$ cat src/hw/rtl/fir_filter_block_mean_defines.svh
// Assertion shorthands for the block-mean FIR filter.
// Each check samples on the rising edge of clk and is off while rst is high.
`ifndef FIR_FILTER_BLOCK_MEAN_DEFINES_SVH
`define FIR_FILTER_BLOCK_MEAN_DEFINES_SVH

// Condition must hold at every edge outside reset.
`define FBM_ALWAYS(label, cond) \
  label: assert property (@(posedge clk) disable iff (rst) (cond)) \
    else $error("fir_filter_block_mean: invariant violated");

// When the antecedent holds, the consequent must hold in the same cycle.
`define FBM_IMPLIES(label, ante, cons) \
  label: assert property (@(posedge clk) disable iff (rst) (ante) |-> (cons)) \
    else $error("fir_filter_block_mean: implication violated");

`endif

$ cat src/hw/rtl/fbm_pkg.sv
`default_nettype none

package fbm_pkg;

  localparam int SAMPLE_W    = 16;
  localparam int WEIGHT_W    = 16;
  localparam int PROD_W      = 32;
  localparam int SUM_W       = 42;
  localparam int NUM_WEIGHTS = 5;

  // Configuration port
  localparam int ADDR_W = 5;
  localparam int DATA_W = 32;

  // Mean divider: magnitude after dropping the Q1.15 weight scale,
  // reciprocal width, quotient width and remainder width.
  localparam int RECIP_SHIFT = 32;
  localparam int MAG_W       = 27;
  localparam int RECIP_W     = 31;
  localparam int QUO_W       = MAG_W + RECIP_W - RECIP_SHIFT;
  localparam int REM_W       = 7;

  // Saturation bounds of the mean magnitude
  localparam int POS_LIMIT = 32767;
  localparam int NEG_LIMIT = 32768;
  localparam logic signed [SAMPLE_W-1:0] MEAN_MAX = 16'sh7FFF;
  localparam logic signed [SAMPLE_W-1:0] MEAN_MIN = 16'sh8000;

  typedef enum logic [2:0] {
    REG_WEIGHT_0 = 3'd0,
    REG_WEIGHT_1 = 3'd1,
    REG_WEIGHT_2 = 3'd2,
    REG_WEIGHT_3 = 3'd3,
    REG_WEIGHT_4 = 3'd4
  } reg_index_t;

  typedef logic signed [WEIGHT_W-1:0] weight_t;

  localparam weight_t WEIGHT_RESET [NUM_WEIGHTS] = '{
    16'sd3277, 16'sd4915, 16'sd16384, 16'sd4915, 16'sd3277
  };

endpackage

`default_nettype wire

$ cat src/hw/rtl/fir_filter_block_mean.sv
// Block-averaged FIR filter for signed Q.4 temperature samples. Every window of
// TAPS consecutive samples inside a block of BLOCK_LEN samples is weighted by
// the Q1.15 weights weight_0..weight_(TAPS-1) (the highest one on the newest
// sample) and summed exactly; the final sample of a block yields one beat with
// the mean of the BLOCK_LEN-TAPS+1 filtered values in Q.4, truncated toward
// zero, saturated to 16 bits with clipped set when it had to be limited. All
// other samples yield no beat. Samples are taken one per clock unless held off
// by sample_stall: the five weight multiplies sit between the sample input and
// history line and a product register, and the add tree plus accumulator
// follow in the next cycle. After the final sample of a block is taken, its
// mean beat passes through a fixed-point reciprocal multiply and a one-step
// remainder correction to the output register. The final sample of a block
// is held off (sample_stall) only while the previous block's mean is still in
// that path or has not been taken from the output register. Weights are
// written over the APB port at byte address 4*i, read back sign-extended, and
// must only be changed while the block is idle.
`default_nettype none
`include "fir_filter_block_mean_defines.svh"

module fir_filter_block_mean #(
  parameter int TAPS      = 5,
  parameter int BLOCK_LEN = 64
) (
  input  logic                                  clk,
  input  logic                                  rst,
  // configuration port
  input  logic                                  psel,
  input  logic                                  penable,
  input  logic                                  pwrite,
  input  logic [fbm_pkg::ADDR_W-1:0]            paddr,
  input  logic [fbm_pkg::DATA_W-1:0]            pwdata,
  output logic [fbm_pkg::DATA_W-1:0]            prdata,
  output logic                                  pready,
  // sample channel
  input  logic signed [fbm_pkg::SAMPLE_W-1:0]   sample,
  input  logic                                  sample_valid,
  output logic                                  sample_stall,
  // mean channel
  output logic signed [fbm_pkg::SAMPLE_W-1:0]   block_mean,
  output logic                                  clipped,
  output logic                                  mean_valid,
  input  logic                                  mean_stall
);

  localparam int CNT_W  = $clog2(BLOCK_LEN);
  localparam int HIST_D = TAPS - 1;
  localparam int DIV_N  = BLOCK_LEN - TAPS + 1;

  localparam logic [CNT_W-1:0] LAST_POS = CNT_W'(BLOCK_LEN - 1);
  localparam logic [CNT_W-1:0] WIN_POS  = CNT_W'(TAPS - 1);

  // floor(2^32 / DIV_N); the estimate it gives is at most one below the
  // true quotient for any magnitude below 2^27.
  localparam logic [63:0] RECIP_FULL = 64'h1_0000_0000 / 64'(DIV_N);
  localparam logic [fbm_pkg::RECIP_W-1:0] RECIP = RECIP_FULL[fbm_pkg::RECIP_W-1:0];
  localparam logic [fbm_pkg::REM_W-1:0]   DIV_N_REM = fbm_pkg::REM_W'(DIV_N);
  localparam logic [fbm_pkg::MAG_W-1:0]   DIV_N_MAG = fbm_pkg::MAG_W'(DIV_N);

  // ---------------------------------------------------------------------------
  // Weight registers and APB access
  // ---------------------------------------------------------------------------
  fbm_pkg::weight_t weights [fbm_pkg::NUM_WEIGHTS];

  logic       cfg_write;
  logic [2:0] reg_sel;

  assign pready    = 1'b1;
  assign cfg_write = psel & penable & pwrite;
  assign reg_sel   = paddr[4:2];

  always_ff @(posedge clk) begin
    if (rst) begin
      for (int i = 0; i < fbm_pkg::NUM_WEIGHTS; i++) begin
        weights[i] <= fbm_pkg::WEIGHT_RESET[i];
      end
    end else if (cfg_write) begin
      case (reg_sel)
        fbm_pkg::REG_WEIGHT_0: weights[0] <= pwdata[fbm_pkg::WEIGHT_W-1:0];
        fbm_pkg::REG_WEIGHT_1: weights[1] <= pwdata[fbm_pkg::WEIGHT_W-1:0];
        fbm_pkg::REG_WEIGHT_2: weights[2] <= pwdata[fbm_pkg::WEIGHT_W-1:0];
        fbm_pkg::REG_WEIGHT_3: weights[3] <= pwdata[fbm_pkg::WEIGHT_W-1:0];
        fbm_pkg::REG_WEIGHT_4: weights[4] <= pwdata[fbm_pkg::WEIGHT_W-1:0];
        default: ;  // writes past the last weight are dropped
      endcase
    end
  end

  // Read back sign-extended
  always_comb begin
    case (reg_sel)
      fbm_pkg::REG_WEIGHT_0: prdata = fbm_pkg::DATA_W'(weights[0]);
      fbm_pkg::REG_WEIGHT_1: prdata = fbm_pkg::DATA_W'(weights[1]);
      fbm_pkg::REG_WEIGHT_2: prdata = fbm_pkg::DATA_W'(weights[2]);
      fbm_pkg::REG_WEIGHT_3: prdata = fbm_pkg::DATA_W'(weights[3]);
      fbm_pkg::REG_WEIGHT_4: prdata = fbm_pkg::DATA_W'(weights[4]);
      default:               prdata = '0;
    endcase
  end

  // ---------------------------------------------------------------------------
  // Sample intake: position in block, history line
  // ---------------------------------------------------------------------------
  logic [CNT_W-1:0]                       count;
  logic signed [fbm_pkg::SAMPLE_W-1:0]    history [HIST_D];
  logic                                   accept;
  logic                                   is_last;
  logic                                   window_full;
  logic                                   result_busy;

  // Result-path occupancy signals, declared here for the stall term
  logic prod_valid;
  logic prod_last;
  logic s1_v;
  logic s2_v;
  logic s3_v;
  logic s4_v;

  assign is_last     = (count == LAST_POS);
  assign window_full = (count >= WIN_POS);
  assign result_busy = prod_last | s1_v | s2_v | s3_v | s4_v | mean_valid;

  // Only the block-closing beat waits, and only on the previous mean
  assign sample_stall = is_last & result_busy;
  assign accept       = sample_valid & ~sample_stall;

  always_ff @(posedge clk) begin
    if (rst) begin
      count <= '0;
    end else if (accept) begin
      count <= is_last ? '0 : count + 1'b1;
    end
  end

  // Entries are always refilled before a window of the new block reads them,
  // so the line needs no clearing at a block boundary.
  always_ff @(posedge clk) begin
    if (accept) begin
      history[0] <= sample;
      for (int i = 1; i < HIST_D; i++) begin
        history[i] <= history[i-1];
      end
    end
  end

  // ---------------------------------------------------------------------------
  // Window products: tap j pairs weight j with the (TAPS-1-j)-th older sample
  // ---------------------------------------------------------------------------
  logic signed [fbm_pkg::SAMPLE_W-1:0] tap_in [TAPS];
  logic signed [fbm_pkg::PROD_W-1:0]   prod   [TAPS];

  for (genvar j = 0; j < TAPS; j++) begin : g_tap
    if (j == TAPS - 1) begin : g_newest
      assign tap_in[j] = sample;
    end else begin : g_older
      assign tap_in[j] = history[TAPS-2-j];
    end

    always_ff @(posedge clk) begin
      if (accept) begin
        prod[j] <= tap_in[j] * weights[j];
      end
    end
  end

  always_ff @(posedge clk) begin
    if (rst) begin
      prod_valid <= 1'b0;
      prod_last  <= 1'b0;
    end else begin
      prod_valid <= accept & window_full;
      prod_last  <= accept & is_last;
    end
  end

  // ---------------------------------------------------------------------------
  // Accumulate: add tree over the products, then into the running sum
  // ---------------------------------------------------------------------------
  logic signed [fbm_pkg::SUM_W-1:0] filtered_sum;
  logic signed [fbm_pkg::SUM_W-1:0] tap_sum;
  logic signed [fbm_pkg::SUM_W-1:0] sum_next;

  always_comb begin
    tap_sum = '0;
    for (int j = 0; j < TAPS; j++) begin
      tap_sum = tap_sum + fbm_pkg::SUM_W'(prod[j]);
    end
  end

  assign sum_next = prod_valid ? (filtered_sum + tap_sum) : filtered_sum;

  always_ff @(posedge clk) begin
    if (rst) begin
      filtered_sum <= '0;
    end else if (prod_last) begin
      filtered_sum <= '0;  // block closes: start the next one from zero
    end else if (prod_valid) begin
      filtered_sum <= sum_next;
    end
  end

  // ---------------------------------------------------------------------------
  // Mean path: divide by DIV_N * 2^15, truncated toward zero
  // ---------------------------------------------------------------------------
  logic signed [fbm_pkg::SUM_W-1:0]        s1_sum;
  logic [fbm_pkg::SUM_W-1:0]               s1_abs;
  logic                                    s2_neg;
  logic [fbm_pkg::MAG_W-1:0]               s2_mag;
  logic [fbm_pkg::MAG_W+fbm_pkg::RECIP_W-1:0] s2_full;
  logic                                    s3_neg;
  logic [fbm_pkg::MAG_W-1:0]               s3_mag;
  logic [fbm_pkg::QUO_W-1:0]               s3_q;
  logic [fbm_pkg::MAG_W-1:0]               s3_rem;
  logic                                    s4_neg;
  logic [fbm_pkg::QUO_W-1:0]               s4_q;
  logic [fbm_pkg::REM_W-1:0]               s4_rem;
  logic [fbm_pkg::QUO_W-1:0]               q_fix;
  logic                                    clip_next;
  logic signed [fbm_pkg::SAMPLE_W-1:0]     mean_next;

  // Stage 1: final block sum
  always_ff @(posedge clk) begin
    if (prod_last) begin
      s1_sum <= sum_next;
    end
  end

  // Stage 2: sign and magnitude with the Q1.15 scale dropped
  assign s1_abs = s1_sum[fbm_pkg::SUM_W-1] ? -s1_sum : s1_sum;

  always_ff @(posedge clk) begin
    if (s1_v) begin
      s2_neg <= s1_sum[fbm_pkg::SUM_W-1];
      s2_mag <= s1_abs[fbm_pkg::SUM_W-1:fbm_pkg::SUM_W-fbm_pkg::MAG_W];
    end
  end

  // Stage 3: quotient estimate by reciprocal multiply
  assign s2_full = s2_mag * RECIP;

  always_ff @(posedge clk) begin
    if (s2_v) begin
      s3_neg <= s2_neg;
      s3_mag <= s2_mag;
      s3_q   <= s2_full[fbm_pkg::MAG_W+fbm_pkg::RECIP_W-1:fbm_pkg::RECIP_SHIFT];
    end
  end

  // Stage 4: remainder of the estimate; it stays below twice the divisor
  assign s3_rem = s3_mag - fbm_pkg::MAG_W'(s3_q) * DIV_N_MAG;

  always_ff @(posedge clk) begin
    if (s3_v) begin
      s4_neg <= s3_neg;
      s4_q   <= s3_q;
      s4_rem <= s3_rem[fbm_pkg::REM_W-1:0];
    end
  end

  // Stage 5: correct by one, restore sign, saturate
  always_comb begin
    q_fix = s4_q + fbm_pkg::QUO_W'(s4_rem >= DIV_N_REM);
    if (s4_neg) begin
      clip_next = (q_fix > fbm_pkg::QUO_W'(fbm_pkg::NEG_LIMIT));
      mean_next = clip_next ? fbm_pkg::MEAN_MIN : -q_fix[fbm_pkg::SAMPLE_W-1:0];
    end else begin
      clip_next = (q_fix > fbm_pkg::QUO_W'(fbm_pkg::POS_LIMIT));
      mean_next = clip_next ? fbm_pkg::MEAN_MAX : q_fix[fbm_pkg::SAMPLE_W-1:0];
    end
  end

  always_ff @(posedge clk) begin
    if (rst) begin
      s1_v <= 1'b0;
      s2_v <= 1'b0;
      s3_v <= 1'b0;
      s4_v <= 1'b0;
    end else begin
      s1_v <= prod_last;
      s2_v <= s1_v;
      s3_v <= s2_v;
      s4_v <= s3_v;
    end
  end

  // Output register: the stall rule keeps it empty whenever stage 4 delivers
  always_ff @(posedge clk) begin
    if (rst) begin
      mean_valid <= 1'b0;
    end else if (s4_v) begin
      mean_valid <= 1'b1;
    end else if (!mean_stall) begin
      mean_valid <= 1'b0;
    end
  end

  always_ff @(posedge clk) begin
    if (s4_v) begin
      block_mean <= mean_next;
      clipped    <= clip_next;
    end
  end

  // ---------------------------------------------------------------------------
  // Checks
  // ---------------------------------------------------------------------------
  // At most one block mean is ever in flight or waiting
  `FBM_ALWAYS(a_single_mean_in_flight,
    $countones({prod_last, s1_v, s2_v, s3_v, s4_v, mean_valid}) <= 1)

  // A fresh block starts from an empty sum
  `FBM_IMPLIES(a_fresh_block_sum_clear, (count == '0) && !prod_last,
    filtered_sum == '0)

  // A clipped mean sits on one of the two limits
  `FBM_IMPLIES(a_clip_on_limit, mean_valid && clipped,
    (block_mean == fbm_pkg::MEAN_MAX) || (block_mean == fbm_pkg::MEAN_MIN))

  // The intake holds off only the block-closing beat, and only while busy
  `FBM_IMPLIES(a_stall_only_at_close, sample_stall, is_last && result_busy)

endmodule

`default_nettype wire

$ cat config.mk
export PLATFORM = sky130hd
export DESIGN_NAME = fir_filter_block_mean
export DESIGN_NICKNAME = d
export VERILOG_FILES = /design/src/hw/rtl/fbm_pkg.sv /design/src/hw/rtl/fir_filter_block_mean.sv
export VERILOG_INCLUDE_DIRS = /design/src /design/src/hw/rtl
export SDC_FILE = /design/constraint.sdc
export NUM_CORES = 2
export LEC_CHECK = 0
export BUFFER_PORTS_ARGS = -buffer_cell sky130_fd_sc_hd__buf_4
export CAP_MARGIN = 20
export CORE_ASPECT_RATIO = 1.1
export CORE_MARGIN = 10
export CORE_UTILIZATION = 60
export CTS_CLUSTER_SIZE = 28
export DETAILED_ROUTE_END_ITERATION = 12
export GPL_TIMING_DRIVEN = 0
export PLACE_DENSITY = 0.76
export SLEW_MARGIN = 20
export SYNTH_ARGS = -nofsm -noshare
export SYNTH_HDL_FRONTEND = slang
export SYNTH_SLANG_ARGS = --single-unit
$ cat constraint.sdc
create_clock -name clk -period 8.3 [get_ports clk]
set_input_delay 0.83 -clock clk [delete_from_list [all_inputs] [get_ports clk]]
set_output_delay 0.83 -clock clk [all_outputs]
set_load 0.02 [all_outputs]
== Word-level counts from Yosys, hierarchy flattened ==
Memories as Yosys holds them, arrays and structs flattened.
Index checks and enable logic that the tools add are counted.
Operators by class
  $lt $le $gt $ge: 4
  reductions and logical operators: 2
  multipliers: 7
  equality and inequality tests: 6
  mux-type cells: 39
  $add $sub $neg: 10
  bitwise logic cells: 17
Operators with widths (count)
  multiplier 16 x 16 -> 32 bit: 5
  case mux 32 bit (5 select lines): 1
  two-way mux 16 bit: 8
  multiplier 27 x 25 -> 52 bit (second input constant): 1
  adder 42 x 36 -> 42 bit: 1
  two-way mux 42 bit: 1
  negation 42 bit: 1
  two-way mux 41 bit: 1
  adder 35 x 32 -> 36 bit: 1
  adder 34 x 32 -> 35 bit: 1
  adder 33 x 32 -> 34 bit: 1
  adder 32 x 32 -> 33 bit: 1
  two-way mux 1 bit: 27
  adder 22 x 1 -> 23 bit: 1
  greater-than comparator 23 x 15 -> 1 bit (second input constant): 1
  greater-than comparator 23 x 16 -> 1 bit (second input constant): 1
  multiplier 22 x 4 -> 5 bit (second input constant): 1
  negation 16 bit: 1
  bitwise OR 1 bit: 10
  >= comparator 7 x 6 -> 1 bit (second input constant): 1
  subtractor 7 bit: 1
  adder 6 x 1 -> 6 bit (second input constant): 1
  AND 1 bit: 6
  == test 3 x 2 -> 1 bit (second input constant): 2
  other kinds (9): 9
Storage, ports and cells
  bits in writable memories: 304
  word-level logic and storage cells: 109
  memories: 3
  output and inout bits: 52
  bits in registers: 202
  input port bits: 60
Memory list
  prod: depth 5, width 32, rd ports 5, clocked after memory_dff 0, write ports 5, RTL line fir_filter_block_mean.sv:149  | logic signed [fbm_pkg::PROD_W-1:0] prod [TAPS];
  weights: depth 5, width 16, rd ports 5, clocked after memory_dff 0, write ports 5, RTL line fir_filter_block_mean.sv:62  | fbm_pkg::weight_t weights [fbm_pkg::NUM_WEIGHTS];
  history: depth 4, width 16, rd ports 4, clocked after memory_dff 0, write ports 4, RTL line fir_filter_block_mean.sv:104  | logic signed [fbm_pkg::SAMPLE_W-1:0] history [HIST_D];

== Longest topological paths before layout ==
  depth in word-level cells: 10
  depth in mapped cells: 27
  gate-level depth less buffers: 25

== Worst setup path after synthesis ==
No wires, ideal clock.
  path kind: reg2reg
  start point: register prod_last
  end point: register count[4]
  library setup time: 66 ps
  data required time: 8234 ps
  cell stages (with the launch flop): 8
  setup slack: 1466 ps
  buffers on the path: 0
  clock period less this slack: 6834 ps
  data arrival time: 6769 ps
  cell sequence: dfxtp_1 > nor4_1 > a21oi_1 > nand2b_1 > inv_1 > nand4_1 > xor2_1 > nor2_1
On the way
  longest elaborated chain between the ends: 8
Ends and longest elaborated chain
  start, declared: RTL line fir_filter_block_mean.sv:112  | logic prod_last;
  start signal, assigned: RTL line fir_filter_block_mean.sv:171  | prod_last <= accept & is_last;
  bitwise OR 1 bit (5 in a row): RTL line fir_filter_block_mean.sv:120  | assign result_busy = prod_last | s1_v | s2_v | s3_v | s4_v | mean_valid;
  AND 1 bit: RTL line fir_filter_block_mean.sv:123  | assign sample_stall = is_last & result_busy;
  via sample_stall: RTL line fir_filter_block_mean.sv:37  | output logic sample_stall,
  inverter 1 bit: RTL line fir_filter_block_mean.sv:124  | assign accept = sample_valid & ~sample_stall;
  AND 1 bit: RTL line fir_filter_block_mean.sv:124
  via accept: RTL line fir_filter_block_mean.sv:105  | logic accept;
  end signal, assigned: RTL line fir_filter_block_mean.sv:130  | count <= is_last ? '0 : count + 1'b1;
  end, declared: RTL line fir_filter_block_mean.sv:103  | logic [CNT_W-1:0] count;
The timed path passes the listed nets, and every way through them passes these cells.
A chain may end at the register's enable or synchronous reset.

==> flow_summary.yaml <==
route:
  wl_microns: 205000
  vias: 53800
  antenna_left: 0
  drc_errors: 0
  dr.first_iter.drc_count: 4348
  dr.pass1.iters: 6
  drt-wirelength-per-cell_microns: 21.4
  routed_via_density: 5.60
sta:
  fmax_mhz: 125
  max_slew.worst_pin.slew_ns: 1.23
  skew_ns: 0.0618
  rsz0062_at_grt: "no"
  finalHoldViolCount: 0
  period_needed_ns: 8.02
  finalMaxSlewViolations: 0
  finalSetupViolations: 0
  maxSlewHeadroom_pct: 17.9
  finalCritPeriodShare_pct: 96.6
final_layout:
  nFillCells: 10400
  area_delta_synth_final_pct: 6.22
  nNetsFinal: 10100
  postLayoutCellArea_sq_mm: 0.0835
  drive_above_1_share_pct: 3.48
placement:
  portBuffers: 92
  hpwl_microns: 172000
  globalplace.congestion: 0.970
  placed_area_sq_mm: 0.0816
floorplanning:
  row_count: 139
  start_util_pct: 60.3
  design.portCount: 112
  die_area_sq_mm: 0.146
  die_y_microns: 400
  die_w_microns: 365
  coreArea_sq_mm: 0.130
outcome:
  status: "completed"
synth:
  synth_edf_count: 447
  netlist_area_sq_mm: 0.0787
  synth_top_family_by_area: "adder cells"
  synth.area.mux_share_pct: 0.756
  synth_ff_type: "edfxtp_1"
  synthAdderAreaFrac_pct: 49.9
  async_reset_ff_share_pct: 0
  synth_compound_area_share_pct: 5.66
  synth_area_leaders: "fa_1, edfxtp_1, ha_1"
  synthXorXnorAreaFrac_pct: 3.22
  synth_top_area_share_pct: 39.6
  synth_area_leader_cell: "fa_1"
  synth_warnings: 0
  yosysSeqAreaShare_pct: 18.5
  synth_simple_gate_area_share_pct: 11.7
  synth_nets: 9966
  synthCells: 7702
  syn_area_per_cell_sq_um: 10.2
  ys_types: 77
  ys_ff_latch: 502
clock_tree:
  insertion_delay_ns: 0.71
  cts.path.max_buffers: 3
  post_cts_buffers: 0
  cts.clk_slew.worst_paths_ns: 0.07
  cts_root_buffer: "clkbuf_16"
  cts-resized-gates: 0
  cts_tree: "done"
  cts_hold_buf: 0
  cts_buffers: 58
  htreeDepth: 2
  cts.sinks: 502
critical_path:
  arrival_ns: 8.41
  critPathLaunch: "history[2][15]"
  cp-end-kind: "flip-flop"
  crit_top_cell: "fa_1"
  r2r_end: "prod[0][63]"
  startpoint_type: "flip-flop"
  path_cells: "clkbuf_1 -> nand2_1 -> inv_1 -> fa_1 -> fa_1 -> fa_1 -> fa_1 -> fa_1 -> inv_1 -> fa_1 -> inv_1 -> ha_1 -> clkbuf_1 -> and4_1 -> nand3_1 -> a211oi_1 -> o31a_1 -> nor3_1 -> o21bai_1 -> a21oi_1 -> xnor2_1"
  r2r.worst_path.cells: 21
  worst-path-buf-inv: 5
  worstPathMaxFanout: 10
  reg2reg_setup_slack_ns: 0.28
  path_class: "reg2reg"
  cp_slowest_cell: "fa_1"
  critical-path-top-delay-family: "adder cells"
  critPathMaxStageDelay_ns: 0.96
  cp.depth: 21
  required_ns: 8.70
  rr_startpoint: "history[2][15]"
global_routing:
  grt_pass1_wl_microns: 322000
  grt_max_degree: 85
  grt_pass1_vias: 57400
  track_usage_pct: 28.8
  gr-total-overflow: 0
  antenna_found_initial: 21
worst_hold_path:
  min_to: "mean_valid"
  holdPathStages: 3
  hp-start: "mean_stall"
  hold_class: "in2reg"
job:
  max_cap_violations: 0
-- state kept, by name, summed over array words and instances, names as in the netlist, 5 cells and up --
signal and count:
prod 160, s3_q 22, filtered_sum 42, history 64, s2_mag 27, s1_sum 42
s3_mag 5, weights 80, count 6, block_mean 16, s4_rem 5, s4_q 22
-- per-stage QoR --
step                      setup WS (ns)  util [%]  hold slack [ns]  cells  TNS [ns]
after floorplan                    1.47         -            0.400   7702         0
after global placement           -0.935      62.5            0.402   9486   -144.57
after detailed placement          0.328      62.6            0.405   9491         0
after CTS                         0.407      64.0            0.343   9599         0
after global routing           0.000683      64.0            0.371   9599         0
final                             0.283      64.0            0.394   9603         0
-- worst max path at each step --
stage / endpoint / slack (ns)
2_1_floorplan: count[4] / 1.47
3_5_place_dp: prod[0][158] / 0.33
5_1_grt: prod[0][31] / 0.0007
3_3_place_gp: count[4] / -0.94
4_1_cts: prod[0][63] / 0.41
6_report: prod[0][63] / 0.28
-- synthesized netlist by cell type, drive strengths merged (26+ instances only) --
| master | instances |
|---|---|
| nand4 | 29 |
| mux2 | 33 |
| buf | 26 |
| dfxtp | 55 |
| ha | 647 |
| nor3 | 35 |
| a21oi | 211 |
| o21a | 29 |
| nor2 | 195 |
| a22oi | 26 |
| o21ai | 123 |
| nand3 | 44 |
| nand2 | 681 |
| fa | 1557 |
| clkbuf | 218 |
| o21bai | 35 |
| inv | 1888 |
| nand2b | 53 |
| a21o | 118 |
| and3 | 27 |
| xnor2 | 223 |
| and2 | 681 |
| edfxtp | 447 |
| xor2 | 66 |
-- layout make-up --
cell class	count	area [sq um]	share of cell area, %
inverter	1889	7100	8.50
clock inverter	44	439	0.526
buffer	244	982	1.18
clock buffer	64	1490	1.79
sequential	502	14500	17.4
multi-input combinational	5067	56100	67.1
antenna	4	10.0	0.0120
tap	1692	2120	2.53
timing repair buffer	97	800	0.957
-- tightest hold or removal path, delay by kind of cell --
family	cells	cell delay [ns]
AND/OR/NAND/NOR	1	0.07
buffers and inverters	1	0.08
AO/OA/AOI/OAI	1	0.05
-- metal layers --
layer	up-vias	track usage, %	wire length [microns]	part of all wire, %
li1	23800	-	-	-
met1	27400	36.9	77500	38
met2	2111	47.4	98800	48
met3	500	5.92	17700	8.7
met4	14	12.8	10900	5.3
met5	-	0	104	0.051
-- layout by cell type, fill, tap and decap left out, types with 118 or more instances in the layout --
cell type  count
ha_1         647
a21oi_1      211
inv_1       1887
edfxtp_1     447
nand2_1      681
a21o_1       118
and2_1       681
fa_1        1557
nor2_1       195
o21ai_0      122
clkbuf_1     220
xnor2_1      223
-- kinds of logic after synthesis --
family,count (synthesis)
xor gates and xnor gates,289
adders and majority gates,2204
AOI/OAI and AO/OA,695
DFF,502
and+or+nand+nor,1824
muxes,54
other,1
buffers and inverters,2133
Power is not shown: default switching activity piles up to over one toggle a cycle in this logic, so the estimate is an artifact.
